[src/design/cpq_isqrt.sv]
// Pipelined digit-by-digit integer square root, one root bit per stage.
// Standalone; used for the distance from the segment.
module cpq_isqrt #(
   parameter int ROOT_W = 33,
   parameter int SB_W   = 1
) (
   input  logic                clock,
   input  logic                reset,
   input  logic                in_valid,
   input  logic [2*ROOT_W-1:0] in_rad,
   input  logic [SB_W-1:0]     in_sb,
   output logic                out_valid,
   output logic [ROOT_W-1:0]   out_root,
   output logic [SB_W-1:0]     out_sb
);

   localparam int RAD_W = 2 * ROOT_W;
   localparam int REM_W = ROOT_W + 1;
   localparam int CUR_W = ROOT_W + 3;

   logic              valid_ff [1:ROOT_W];
   logic [REM_W-1:0]  rem_ff   [1:ROOT_W];
   logic [ROOT_W-1:0] root_ff  [1:ROOT_W];
   logic [RAD_W-1:0]  rad_ff   [1:ROOT_W];
   logic [SB_W-1:0]   sb_ff    [1:ROOT_W];

   for (genvar k = 0; k < ROOT_W; k++) begin : g_step
      logic              v_cur;
      logic [REM_W-1:0]  rem_cur;
      logic [ROOT_W-1:0] root_cur;
      logic [RAD_W-1:0]  rad_cur;
      logic [SB_W-1:0]   sb_cur;
      logic [CUR_W-1:0]  cur;
      logic [CUR_W-1:0]  trial;
      logic              ge;
      logic [REM_W-1:0]  rem_in;

      if (k == 0) begin : g_in
         assign v_cur    = in_valid;
         assign rem_cur  = '0;
         assign root_cur = '0;
         assign rad_cur  = in_rad;
         assign sb_cur   = in_sb;
      end else begin : g_mid
         assign v_cur    = valid_ff[k];
         assign rem_cur  = rem_ff[k];
         assign root_cur = root_ff[k];
         assign rad_cur  = rad_ff[k];
         assign sb_cur   = sb_ff[k];
      end

      always_comb begin
         cur    = {rem_cur, rad_cur[RAD_W-1 -: 2]};
         trial  = CUR_W'({root_cur, 2'b01});
         ge     = cur >= trial;
         rem_in = ge ? REM_W'(cur - trial) : cur[REM_W-1:0];
      end

      always_ff @(posedge clock) begin
         if (reset) begin
            valid_ff[k+1] <= 1'b0;
         end else begin
            valid_ff[k+1] <= v_cur;
         end
         rem_ff[k+1]  <= rem_in;
         root_ff[k+1] <= {root_cur[ROOT_W-2:0], ge};
         rad_ff[k+1]  <= {rad_cur[RAD_W-3:0], 2'b00};
         sb_ff[k+1]   <= sb_cur;
      end
   end

   assign out_valid = valid_ff[ROOT_W];
   assign out_root  = root_ff[ROOT_W];
   assign out_sb    = sb_ff[ROOT_W];

endmodule

[config.mk]
export PLATFORM = sky130hd
export DESIGN_NAME = cpq_isqrt
export DESIGN_NICKNAME = d
export VERILOG_FILES = /design/src/design/cpq_isqrt.sv
export SDC_FILE = /design/constraint.sdc
export NUM_CORES = 2
export LEC_CHECK = 0
export ABC_AREA = 0
export BUFFER_PORTS_ARGS = -buffer_cell sky130_fd_sc_hd__buf_4
export CORE_MARGIN = 5
export CORE_UTILIZATION = 30
export DETAILED_ROUTE_END_ITERATION = 10
export PLACE_DENSITY_LB_ADDON = 0.25
export SYNTH_ARGS = -nofsm -noshare
export SYNTH_HDL_FRONTEND = slang
export SYNTH_MEMORY_MAX_BITS = 65536
export SYNTH_SLANG_ARGS = --single-unit
[constraint.sdc]
create_clock -name clock -period 3.91 [get_ports clock]
set_input_delay 0.1955 -clock clock [delete_from_list [all_inputs] [get_ports clock]]
set_output_delay 0.1955 -clock clock [all_outputs]
set_load 0.1 [all_outputs]
-- Word level (Yosys, flattened, before mapping)
Memories as Yosys holds them, arrays and structs flattened.
Index checks and enable logic that the tools add are counted.
- memories kept: 5
- bits in writable memories: 4389
- logic and storage cells: 173
- output and inout port bits: 35
- input port bits: 70
- register bits after elaboration: 0
- bitwise operators: 33
- add/sub/neg operators: 33
- order comparisons: 33
- muxes and demuxes: 69
- memories (memory ; depth ; width ; read ports ; clocked after memory_dff ; write ports ; line ; RTL):
    rad_ff ; 33 ; 64 ; 32 ; 0 ; 33 ; 24 ; logic [RAD_W-1:0] rad_ff [1:ROOT_W];
    rem_ff ; 33 ; 34 ; 32 ; 0 ; 33 ; 22 ; logic [REM_W-1:0] rem_ff [1:ROOT_W];
    root_ff ; 33 ; 33 ; 33 ; 0 ; 33 ; 23 ; logic [ROOT_W-1:0] root_ff [1:ROOT_W];
    sb_ff ; 33 ; 1 ; 33 ; 0 ; 33 ; 25 ; logic [SB_W-1:0] sb_ff [1:ROOT_W];
    valid_ff ; 33 ; 1 ; 33 ; 0 ; 33 ; 21 ; logic valid_ff [1:ROOT_W];
- operators by type and width (cell ; count):
    $ge A36 B35 Y1 ; 32
    $mux W34 ; 33
    $sub A34 B34 Y34 ; 32
    $mux W1 ; 36
    $or A1 B1 Y1 ; 33
    $sub A2 B1 Y3 const B ; 1
    $ge A2 B1 Y1 const B ; 1

-- Logic depth before layout (Yosys ltp)
- depth in word-level cells: 3
- gate-level depth with buffers: 14
- gate-level depth less buffers: 12

-- Worst setup path after synthesis
Ideal clock, no wire load.
- kind: register -> register
- start: reg root_ff[0][795] (netlist name)
- end: reg rem_ff[0][857] (netlist name)
- cell stages (with the launch flop): 12
- buffers on the path: 2
- period minus slack after synthesis: 3014 ps
- data arrival time: 2913 ps
- setup time: 101 ps
- setup slack: 896 ps
- required time: 3809 ps
- path through: dfxtp_1 -> inv_1 -> ha_1 -> a211oi_1 -> o21bai_1 -> nor2_1 -> o221ai_1 -> a311oi_1 -> clkbuf_1 -> buf_1 -> nand2_1 -> o41ai_1

==> results.txt <==
* Final Skew: 0.0792 ns
- Clock-pin slew was measured on the worst setup and hold paths at 0.06 ns.
- In this run, the combinational gates consume 15.3% of the power.
- Path category of the worst min-delay check: in2reg
- Unrepaired setup endpoints after global routing: no
* Switching power: 21.4 mW
- The tree is rooted in a clkbuf_16.
* Worst-path maximum fanout: 30
- Yosys printed 0 warnings.
- Average wire per standard cell: 14.6 um
- Fmax: 277 MHz
* Count of unique library cells instantiated by Yosys: 96
- Summed over all nets, the half-perimeter wirelength after detailed placement is 161000 um.
- Area growth from synthesis to final layout: 18.8%
* Required time of the critical path: 4.66 ns
- Post-Syn Nets: 10300
- Drc violations: 0
- WS Path Type: reg2reg
* Leftover overflow at the end of global routing: 0
- The routed layout has 67000 vias.
- Cell with the largest stage delay on the worst path: a222oi_1
- Area of the die: 340000 um^2
- Arrival time at the worst endpoint: 4.36 ns
- The number of hold violations in the final report was 0.
* Async set-reset flop share out of synthesis: 0%
- For this design, the sink count on the clock tree is 2720.
- Fraction of final layout cells sized beyond drive strength 1: 8.39%
- The worst setup path is launched from a flip-flop.
- Per report_power, the sequential group accounts for 46.0% of the total.
- The most used flip-flop cell after synthesis is dfxtp_1.
* Register bit count reported by yosys: 2720
* Maximum number of pins on one net before global-route repair: 55
* Actual transition at the worst max-transition pin: 1.08 ns
- Max_slew headroom: 28.0%
* ANT nets after route: 0
- Most common cell after layout, fill and taps aside: dfxtp_1
* Setup total negative slack: 0 ns
- The first routing iteration left 3077 violations.
- CTS built an H-tree with a depth of 5.
* Number of top-level design ports: 105
- Vias in the first global route: 67200
* Max-cap violations: 0
* Worst Setup End Kind: flip-flop
* Hold bufs inserted after CTS: 137
- Once the clock tree was built, the setup fixing pass inserted 0 buffers.
- In this run, post-CTS repair resized a total of 0 instances.
* Switching Fraction: 27.7%
* Number of CTS-inserted buffers: 306
- The synthesized netlist occupies a cell area of 98400 um^2.
- Effective utilization at floorplan: 30.1%
- Number of detailed-route iterations in the first pass: 6
* Vertical die dimension: 583 um
* Instance count of the mapped netlist: 9646
- Outcome: completed
- For the finished layout, the period the worst path requires is 3.61 ns.
- After floorplanning, the core was sized to cover 327000 um^2.
- Static Leak: 53.5 nW
- Global-route usage over all layers: 12.2%
- Cell internal pwr: 55.8 mW
* Clock network power share: 38.8%
* Final GP Congestion: 0.854
* Number of flops mapped to enable cells by yosys: 0
- Hold is met by 0.0872 ns.
- Die X: 583 um
- Port buffering added 104 buffers.
- TritonCTS built the clock tree.
- In this design, the stage delay of the slowest critical-path cell is 0.51 ns.
- Clk_lat worst skew: 0.88 ns
* Power Density: 660 nW/um^2
- In the layout the commonest cells are dfxtp_1, inv_1, nand2_1, a21oi_1, ha_1.
- Row generation in the floorplan step produced 210 rows.
- The total count of max-transition violations in the final report was 0.
- Global-route wire length before repair: 348000 um
- Syn_area_per_cell: 10.2 um^2
* Detail-routed via count per cell: 4.56
* # nets final: 10800
* Total wire length after detailed routing: 214000 um
- The initial antenna violation count is 3.
- In the finished design, the share of the clock period the worst path needs comes to 92.3%.
- Maximum vdd drop: 0.499 mV
* Number of failing setup endpoints in the final timing report: 0
- Counting along the longest clock path gives a buffer depth of 4.
- List of cells traversed by the critical path: inv_1 > ha_1 > nor2b_1 > o31a_1 > o31ai_1 > nand2_1 > a222oi_1 > a21oi_1 > nor2_2 > buf_4 > a211oi_1 > a21o_1
- Share of the yosys chip area belonging to registers: 55.3%
==> layer usage <==
layer / share of wire, % / wire (um) / global-route usage [%]
met1: 44 / 94500 / 15.0
met2: 49 / 104000 / 21.7
met3: 4.0 / 8560 / 2.00
met4: 3.1 / 6670 / 4.07
met5: 0 / 0 / 0
==> cell type report <==
class	instances	area (um^2)
sequential	2720	54500
fill	32500	210000
antenna	1	2.50
tap	4346	5440
timing repair buffer	325	2850
clock inverter	147	2070
inverter	758	2850
clock buffer	414	8710
multi-input combinational	5981	40600
==> flip-flops by register name, summed over array words and instances, names as in the netlist <==
| signal | count |
|---|---|
| valid_ff | 33 |
| sb_ff | 33 |
| root_ff | 561 |
| rem_ff | 1037 |
| rad_ff | 1056 |
==> worst paths after layout <==
kind                         from        endpoint  slack, ns  depth (start not counted)
hold reg to reg    rad_ff[1][105]  rad_ff[1][171]       0.29                          0
hold / removal         in_rad[30]   rad_ff[0][94]       0.09                          2
setup / recovery  root_ff[0][858]  rem_ff[0][922]       0.30                         12
setup reg to reg  root_ff[0][858]  rem_ff[0][922]       0.30                         12
==> cells by family (layout without fill, tap and decap cells) <==
group | count (synthesis) | after routing | share of synthesized area [%]
AOI/OAI and AO/OA | 1907 | 1907 | 11.9
xor gates and xnor gates | 878 | 878 | 7.81
adders and majority gates | 596 | 596 | 7.58
buffers and inverters | 945 | 1644 | 3.63
DFF | 2720 | 2720 | 55.3
muxes | 82 | 82 | 0.925
other | 1 | 2 | 0.00381
and+or+nand+nor | 2517 | 2517 | 12.8
==> power by group through the flow <==
stage / sequential (mW) / combinational (mW) / clock [mW]
floorplan: 34.9 / 9.03 / 0
global placement: 36.1 / 11.5 / 0
detailed placement: 36.1 / 11.6 / 0
CTS: 35.6 / 11.8 / 31.2
global route: 36.0 / 13.2 / 32.3
finish: 35.5 / 11.8 / 29.9
==> synth_stat cells, types with 49 or more instances <==
cell type | instances | area, um^2
a211oi_1 | 49 | 368
a21o_1 | 229 | 1720
a21oi_1 | 600 | 3000
a31oi_1 | 59 | 369
clkbuf_1 | 162 | 608
dfxtp_1 | 2720 | 54500
ha_1 | 596 | 7460
inv_1 | 756 | 2840
mux2_2 | 72 | 811
nand2_1 | 651 | 2440
nand2b_1 | 114 | 713
nand3_1 | 184 | 921
nand4_1 | 113 | 707
nor2_1 | 569 | 2140
nor2b_1 | 112 | 701
nor3_1 | 223 | 1120
nor4_1 | 111 | 694
o21a_1 | 97 | 728
o21ai_0 | 508 | 2540
o21bai_1 | 55 | 413
o31ai_1 | 55 | 413
or3_1 | 114 | 713
or4_1 | 67 | 503
xnor2_1 | 466 | 4080
xor2_1 | 412 | 3610
==> worst max-delay path: cells and delay by family (launching register included) <==
kind | cells | cell delay [ns]
flip-flops | 1 | 0.33
AO/OA/AOI/OAI | 6 | 1.84
adder cells (fa/ha/maj) | 1 | 0.33
AND/OR/NAND/NOR | 3 | 0.61
buffers and inverters | 2 | 0.36
==> through the flow <==
stage               setup slack, ns  util (%)  instance area [um^2]  cells  power, mW
finish                        0.301      35.7                117000  14700       77.2
detailed placement            0.345      32.0                105000  14000       47.8
global placement              0.400      32.0                105000  14000       47.6
global route                  0.105      35.7                117000  14700       81.5
CTS                           0.282      35.7                117000  14700       78.5
floorplan                     0.896         -                 98400   9646       44.0
Power figures use the tool's default switching activity.
