$ cat src/design/cpq_div.sv
// Pipelined restoring divider, one quotient bit per stage.
// Standalone; used for the projection fraction and the surface offsets.
module cpq_div #(
   parameter int REM_W = 33,
   parameter int QUO_W = 31,
   parameter int SB_W  = 1
) (
   input  logic             clock,
   input  logic             reset,
   input  logic             in_valid,
   input  logic [REM_W-1:0] in_rem,
   input  logic [REM_W-1:0] in_den,
   input  logic [QUO_W-1:0] in_low,
   input  logic [SB_W-1:0]  in_sb,
   output logic             out_valid,
   output logic [QUO_W-1:0] out_quo,
   output logic [SB_W-1:0]  out_sb
);

   logic             valid_ff [1:QUO_W];
   logic [REM_W-1:0] rem_ff   [1:QUO_W];
   logic [REM_W-1:0] den_ff   [1:QUO_W];
   logic [QUO_W-1:0] quo_ff   [1:QUO_W];  // low dividend bits shift out, quotient in
   logic [SB_W-1:0]  sb_ff    [1:QUO_W];

   for (genvar k = 0; k < QUO_W; k++) begin : g_step
      logic             v_cur;
      logic [REM_W-1:0] rem_cur;
      logic [REM_W-1:0] den_cur;
      logic [QUO_W-1:0] quo_cur;
      logic [SB_W-1:0]  sb_cur;
      logic [REM_W:0]   trial;
      logic             ge;
      logic [REM_W-1:0] rem_in;

      if (k == 0) begin : g_in
         assign v_cur   = in_valid;
         assign rem_cur = in_rem;
         assign den_cur = in_den;
         assign quo_cur = in_low;
         assign sb_cur  = in_sb;
      end else begin : g_mid
         assign v_cur   = valid_ff[k];
         assign rem_cur = rem_ff[k];
         assign den_cur = den_ff[k];
         assign quo_cur = quo_ff[k];
         assign sb_cur  = sb_ff[k];
      end

      always_comb begin
         trial  = {rem_cur, quo_cur[QUO_W-1]};
         ge     = trial >= {1'b0, den_cur};
         rem_in = ge ? REM_W'(trial - {1'b0, den_cur}) : trial[REM_W-1:0];
      end

      always_ff @(posedge clock) begin
         if (reset) begin
            valid_ff[k+1] <= 1'b0;
         end else begin
            valid_ff[k+1] <= v_cur;
         end
         rem_ff[k+1] <= rem_in;
         den_ff[k+1] <= den_cur;
         quo_ff[k+1] <= {quo_cur[QUO_W-2:0], ge};
         sb_ff[k+1]  <= sb_cur;
      end
   end

   assign out_valid = valid_ff[QUO_W];
   assign out_quo   = quo_ff[QUO_W];
   assign out_sb    = sb_ff[QUO_W];

endmodule

$ cat config.mk
export PLATFORM = sky130hd
export DESIGN_NAME = cpq_div
export DESIGN_NICKNAME = d
export VERILOG_FILES = /design/src/design/cpq_div.sv
export SDC_FILE = /design/constraint.sdc
export NUM_CORES = 2
export LEC_CHECK = 0
export BUFFER_PORTS_ARGS = -buffer_cell sky130_fd_sc_hd__buf_4
export CAP_MARGIN = 10
export CORE_ASPECT_RATIO = 1.1
export CORE_MARGIN = 2
export CORE_UTILIZATION = 40
export CTS_CLUSTER_SIZE = 12
export DETAILED_ROUTE_END_ITERATION = 10
export PLACE_DENSITY_LB_ADDON = 0.25
export SYNTH_ARGS = -nofsm -noshare
export SYNTH_HDL_FRONTEND = slang
export SYNTH_SLANG_ARGS = --single-unit
$ cat constraint.sdc
create_clock -name clock -period 3.7 [get_ports clock]
set_input_delay 0.74 -clock clock [delete_from_list [all_inputs] [get_ports clock]]
set_output_delay 0.74 -clock clock [all_outputs]
set_load 0.03 [all_outputs]
# Word level (Yosys, flattened, before mapping)
# Memories as Yosys holds them, arrays and structs flattened.
# Index checks and enable logic that the tools add are counted.
# op_classes
shifts	0
n_addsub	31
reduce_logical	0
bitwise	31
n_eq_ne	0
mux	65
n_mul	0
order_cmp	31
div_mod_pow	0
# op_table
op	n
34-bit by 33-bit >= comparator with 1-bit output	31
33-bit 2-to-1 mux	31
33-bit subtractor	31
1-bit 2-to-1 mux	34
1-bit OR	31
# totals
out_inout_bits	33
ramBits	3069
mem_bits_ro	0
wordCells	163
latchBits	0
regBits	0
n_memories	5
# memory_table
memory	words	word_bits	rd	rd_clocked_by_memory_dff	write_ports	line	rtl
den_ff	31	33	30	0	31	22	logic [REM_W-1:0] den_ff [1:QUO_W];
rem_ff	31	33	30	0	31	21	logic [REM_W-1:0] rem_ff [1:QUO_W];
quo_ff	31	31	31	0	31	23	logic [QUO_W-1:0] quo_ff [1:QUO_W];
sb_ff	31	1	31	0	31	24	logic [SB_W-1:0] sb_ff [1:QUO_W];
valid_ff	31	1	31	0	31	20	logic valid_ff [1:QUO_W];

# Depth between registers and ports, before layout
# depth
word_depth	3
mapped_depth	18

# Worst setup path after synthesis
# Ideal clock, no wire load.
# synth_timing
path_type	input to register
startpoint	input port in_low[30]
endpoint	register rem_ff[0][53] (netlist name)
required_ns	3.579
setup_slack_ns	-0.156
setup_time_ns	0.121
arrival_time_ns	3.735
stages	16
cell_sequence	inv_1 -> ha_1 -> inv_1 -> fa_1 -> a21o_1 -> a311oi_1 -> o211a_1 -> o21bai_1 -> o211a_1 -> o211ai_1 -> a21oi_1 -> nor2_1 -> o21a_1 -> clkbuf_1 -> clkbuf_1 -> mux2_2
# synth_lines
element	line	rtl
start: declaration	13	input logic [QUO_W-1:0] in_low,

==> metrics <==
Post-Route WL=285,000 um; Async S/R FF share, synth=0%; DIE WIDTH=~530 um; Worst EP required=between 4 and 5 ns; Core Area=306,000 um^2; slew margin rel.=a little over a fifth; Worst EP arrival=4.50 ns; startpoint types=flip-flop; Post-Syn Area per Cell=9.65 um^2; status=finished with violations; H-tree depth=5; ys flop type=dfxtp_1; fmax=267 MHz; worst-case reg-to-reg path depth=15; worst r2r src=quo_ff[0][495]; crit-path max cell delay=0.44 ns; Final Max Tran Viols=0; initial antenna violation count=6; RR Endpoint=rem_ff[1][5]; first-pass GRT wire length=roughly 450,000 um; Seq/Total Area, Yosys=48.7%; leakage=67.2 nW; CP Class=reg -> reg; Min-Delay Startpoint=in_rem[19]; nets=14,800; Peak VDD IR=0.428 mV; max-cap violations=0; Sequential Power Share=between 30% and 40%; CTS tree=built; CTS Buf Count=between 300 and 400; failing checks=setup timing; Post-Syn Area=123,000 um^2; Slew @ Worst Pin=around 1.1 ns; Comb pwr share=47.0%; crit path max-delay cell type=a2111oi_4; Distinct cells, synth=around 100; Fill cells=28,900; Sw Share=37.0%; Ports=134; endpoints failing hold=0; CTS max path bufs=4; Core Util, Final=47.5%; cell row count=213; P per Cell Area=1020 nW/um^2; Min Hold Slack=0.0870 ns; wire per inst=15.9 um; GRT Util Overall=17.4%; DRT antenna net count=0; RSZ-0062 raised after global routing=true; dpl hpwl=about 220,000 um; Clk pwr share=20.8%; Syn Inst Count=12,800; clk slew on worst S/H paths=0.06 ns; gr ovfl total=0; internal power=93.2 mW; Syn. warnings=0; Worst Hold Endpoint=rem_ff[0][53]; Syn Nets=13,900; DRT iter0 DRCs=4,425; vias in the first global route=a little under 90,000; die area=roughly 310,000 um^2; routed via count=88,400; routed vias/inst=4.93; Layout area overhead=17.9%; Initial Util=40.3%; Die Y=586 um; Worst Hold Class=in -> reg; I/O Buffers=around 130; Seq cells post-synth=around 3,000; Skew-Pair Late Insertion Delay=0.89 ns; drt first pass iters=6; largest net degree at the start of global routing=46; Post-synth EDFFs=0; switching power=about 55 mW; clock sink count=3,003; critical-path cell list=inv_2 > ha_4 > inv_2 > fa_2 > a21o_1 > a221o_1 > a2111oi_4 > o211ai_1 > a31oi_1 > nor2_1 > o211ai_1 > nand3_1 > a211o_4 > buf_12 > mux2_4; crit-path max FO=8; residual DRC count=0; skew final=0.0527 ns; Critical Path Sink Type=flip-flop; reg2reg setup slack=-0.04 ns; Setup TNS=-0.333 ns; Final Wtd Congestion=0.908; post-route setup slack=-0.0403 ns; minimum clock period=about 3.7 ns; Tot Pwr=148 mW; Root Buffer=clkbuf_16; final setup fails=13; fin crit share=101%; fraction of layout cells with a size suffix above 1=12.0%; Hold Path Stages=2
flip-flops by register name, summed over array words and instances, names as in the netlist:
register  cells
den_ff      990
quo_ff      961
rem_ff      990
sb_ff        31
valid_ff     31
worst max path at each step:
stage | start | to | slack, ns | cells past startpoint
final | quo_ff[0][495] | rem_ff[1][5] | -0.04 | 15
after CTS | quo_ff[0][61] | rem_ff[0][97] | -0.007 | 15
after global placement | in_low[30] | rem_ff[0][34] | -0.36 | 18
after floorplan | in_low[30] | rem_ff[0][53] | 0.001 | 16
after global routing | quo_ff[0][495] | rem_ff[1][5] | -0.17 | 15
after detailed placement | in_low[30] | rem_ff[0][34] | -0.34 | 18
timing repair:
item | 4_1_cts | 5_1_grt
hold buffers | 80 | 0
gates cloned | 0 | 21
endpoints found under the hold margin | 80 | 0
resized for setup | 13 | 230
pin swaps | 14 | 80
endpoints found under the setup margin | 109 | 646
buffers inserted | 0 | 44
worst max-delay path, delay by kind of cell, from the launching register on:
family	cells	cell delay, ns
AND/OR/NAND/NOR	2	0.20
AO/OA/AOI/OAI	7	2.05
flip-flops	1	0.32
adder cells (fa/ha/maj)	2	0.47
buffers and inverters	3	0.27
multiplexers	1	0.30
metrics by stage:
| step | setup slack [ns] | instances | instance area (um^2) |
|---|---|---|---|
| floorplan | 0.00101 | 12800 | 123000 |
| global placement | -0.364 | 17300 | 133000 |
| detailed placement | -0.342 | 17300 | 133000 |
| CTS | -0.00654 | 17900 | 144000 |
| global route | -0.175 | 17900 | 145000 |
| finish | -0.0403 | 17900 | 145000 |
Yosys cell counts, drive strengths merged, types with 30 or more instances:
cell type / instances / area, um^2
o211ai: 37 / 283
nand2: 931 / 3500
xor2: 355 / 3110
nand4: 158 / 988
dfxtp: 3003 / 60100
a31oi: 99 / 626
a211oi: 73 / 563
nand2b: 143 / 895
a221oi: 30 / 318
a211o: 35 / 307
ha: 1023 / 12800
clkbuf: 193 / 724
fa: 30 / 601
nand3: 173 / 866
a21o: 533 / 4000
nor2: 714 / 2680
nor4: 38 / 238
nor2b: 175 / 1090
inv: 1264 / 4740
and2: 36 / 225
nor3b: 30 / 225
o31ai: 58 / 473
o21ai: 897 / 4490
buf: 85 / 508
xnor2: 515 / 4510
a21oi: 1146 / 5750
o21a: 102 / 766
nor3: 100 / 500
and3: 73 / 457
o21bai: 147 / 1100
mux2: 216 / 2640
metal layers:
layer	track usage (%)	routed length, um
met1	19.4	116000
met2	32.2	143000
met3	2.37	10500
met4	8.77	15100
met5	0	39
cells in the final DEF, fill, tap and decap left out, types with 24 or more instances in the layout:
master / synthesis / routed
a211o_1: 35 / 31
a211oi_1: 70 / 60
a21o_1: 532 / 531
a21oi_1: 1142 / 1110
a21oi_2: 4 / 33
a31oi_1: 98 / 89
and2_1: 36 / 36
and3_1: 73 / 73
and4_1: 29 / 29
buf_12: 3 / 42
buf_4: 8 / 662
clkbuf_1: 193 / 62
clkbuf_16: 0 / 346
clkbuf_8: 0 / 40
clkinv_2: 0 / 35
dfxtp_1: 3003 / 2992
dlygate4sd3_1: 0 / 80
ha_1: 1023 / 1016
inv_1: 1263 / 1254
mux2_2: 149 / 148
mux2_4: 55 / 67
nand2_1: 929 / 928
nand2b_1: 143 / 143
nand3_1: 173 / 170
nand4_1: 158 / 158
nor2_1: 714 / 680
nor2b_1: 175 / 175
nor3_1: 100 / 98
nor3b_1: 30 / 30
nor4_1: 38 / 35
o211ai_1: 36 / 36
o21a_1: 102 / 98
o21ai_0: 883 / 868
o21bai_1: 147 / 145
o31ai_1: 54 / 53
or2_2: 24 / 24
xnor2_1: 515 / 515
xor2_1: 355 / 355
power groups by stage:
stage | registers [mW] | clock network [mW] | logic (mW)
after floorplan | 46.0 | 0 | 49.6
after global placement | 48.4 | 0 | 66.1
after detailed placement | 48.3 | 0 | 66.6
after CTS | 47.7 | 31.8 | 67.2
after global routing | 48.5 | 33.0 | 77.4
final | 47.7 | 30.7 | 69.5
cells by family after synthesis:
| kind of cell | after synthesis | share of synthesized area, % |
|---|---|---|
| AO/OA/AOI/OAI | 3411 | 17.0 |
| multiplexers | 228 | 2.24 |
| buffers and inverters | 1542 | 4.84 |
| flip-flops | 3003 | 48.7 |
| adder cells (fa/ha/maj) | 1053 | 10.9 |
| AND/OR/NAND/NOR | 2681 | 10.1 |
| XOR/XNOR | 870 | 6.18 |
layout make-up:
cell class                 count  area (um^2)  share of cell area [%]
multi-input combinational   8245        58200                    40.0
clock buffer                 433         9070                    6.23
timing repair buffer         818         7210                    4.95
tap                         4085         5110                    3.51
antenna                        7         17.5                  0.0120
sequential                  3003        60100                    41.3
inverter                    1264         4740                    3.26
clock inverter                78          990                   0.680
No activity file was read; power rests on OpenSTA's default activity.
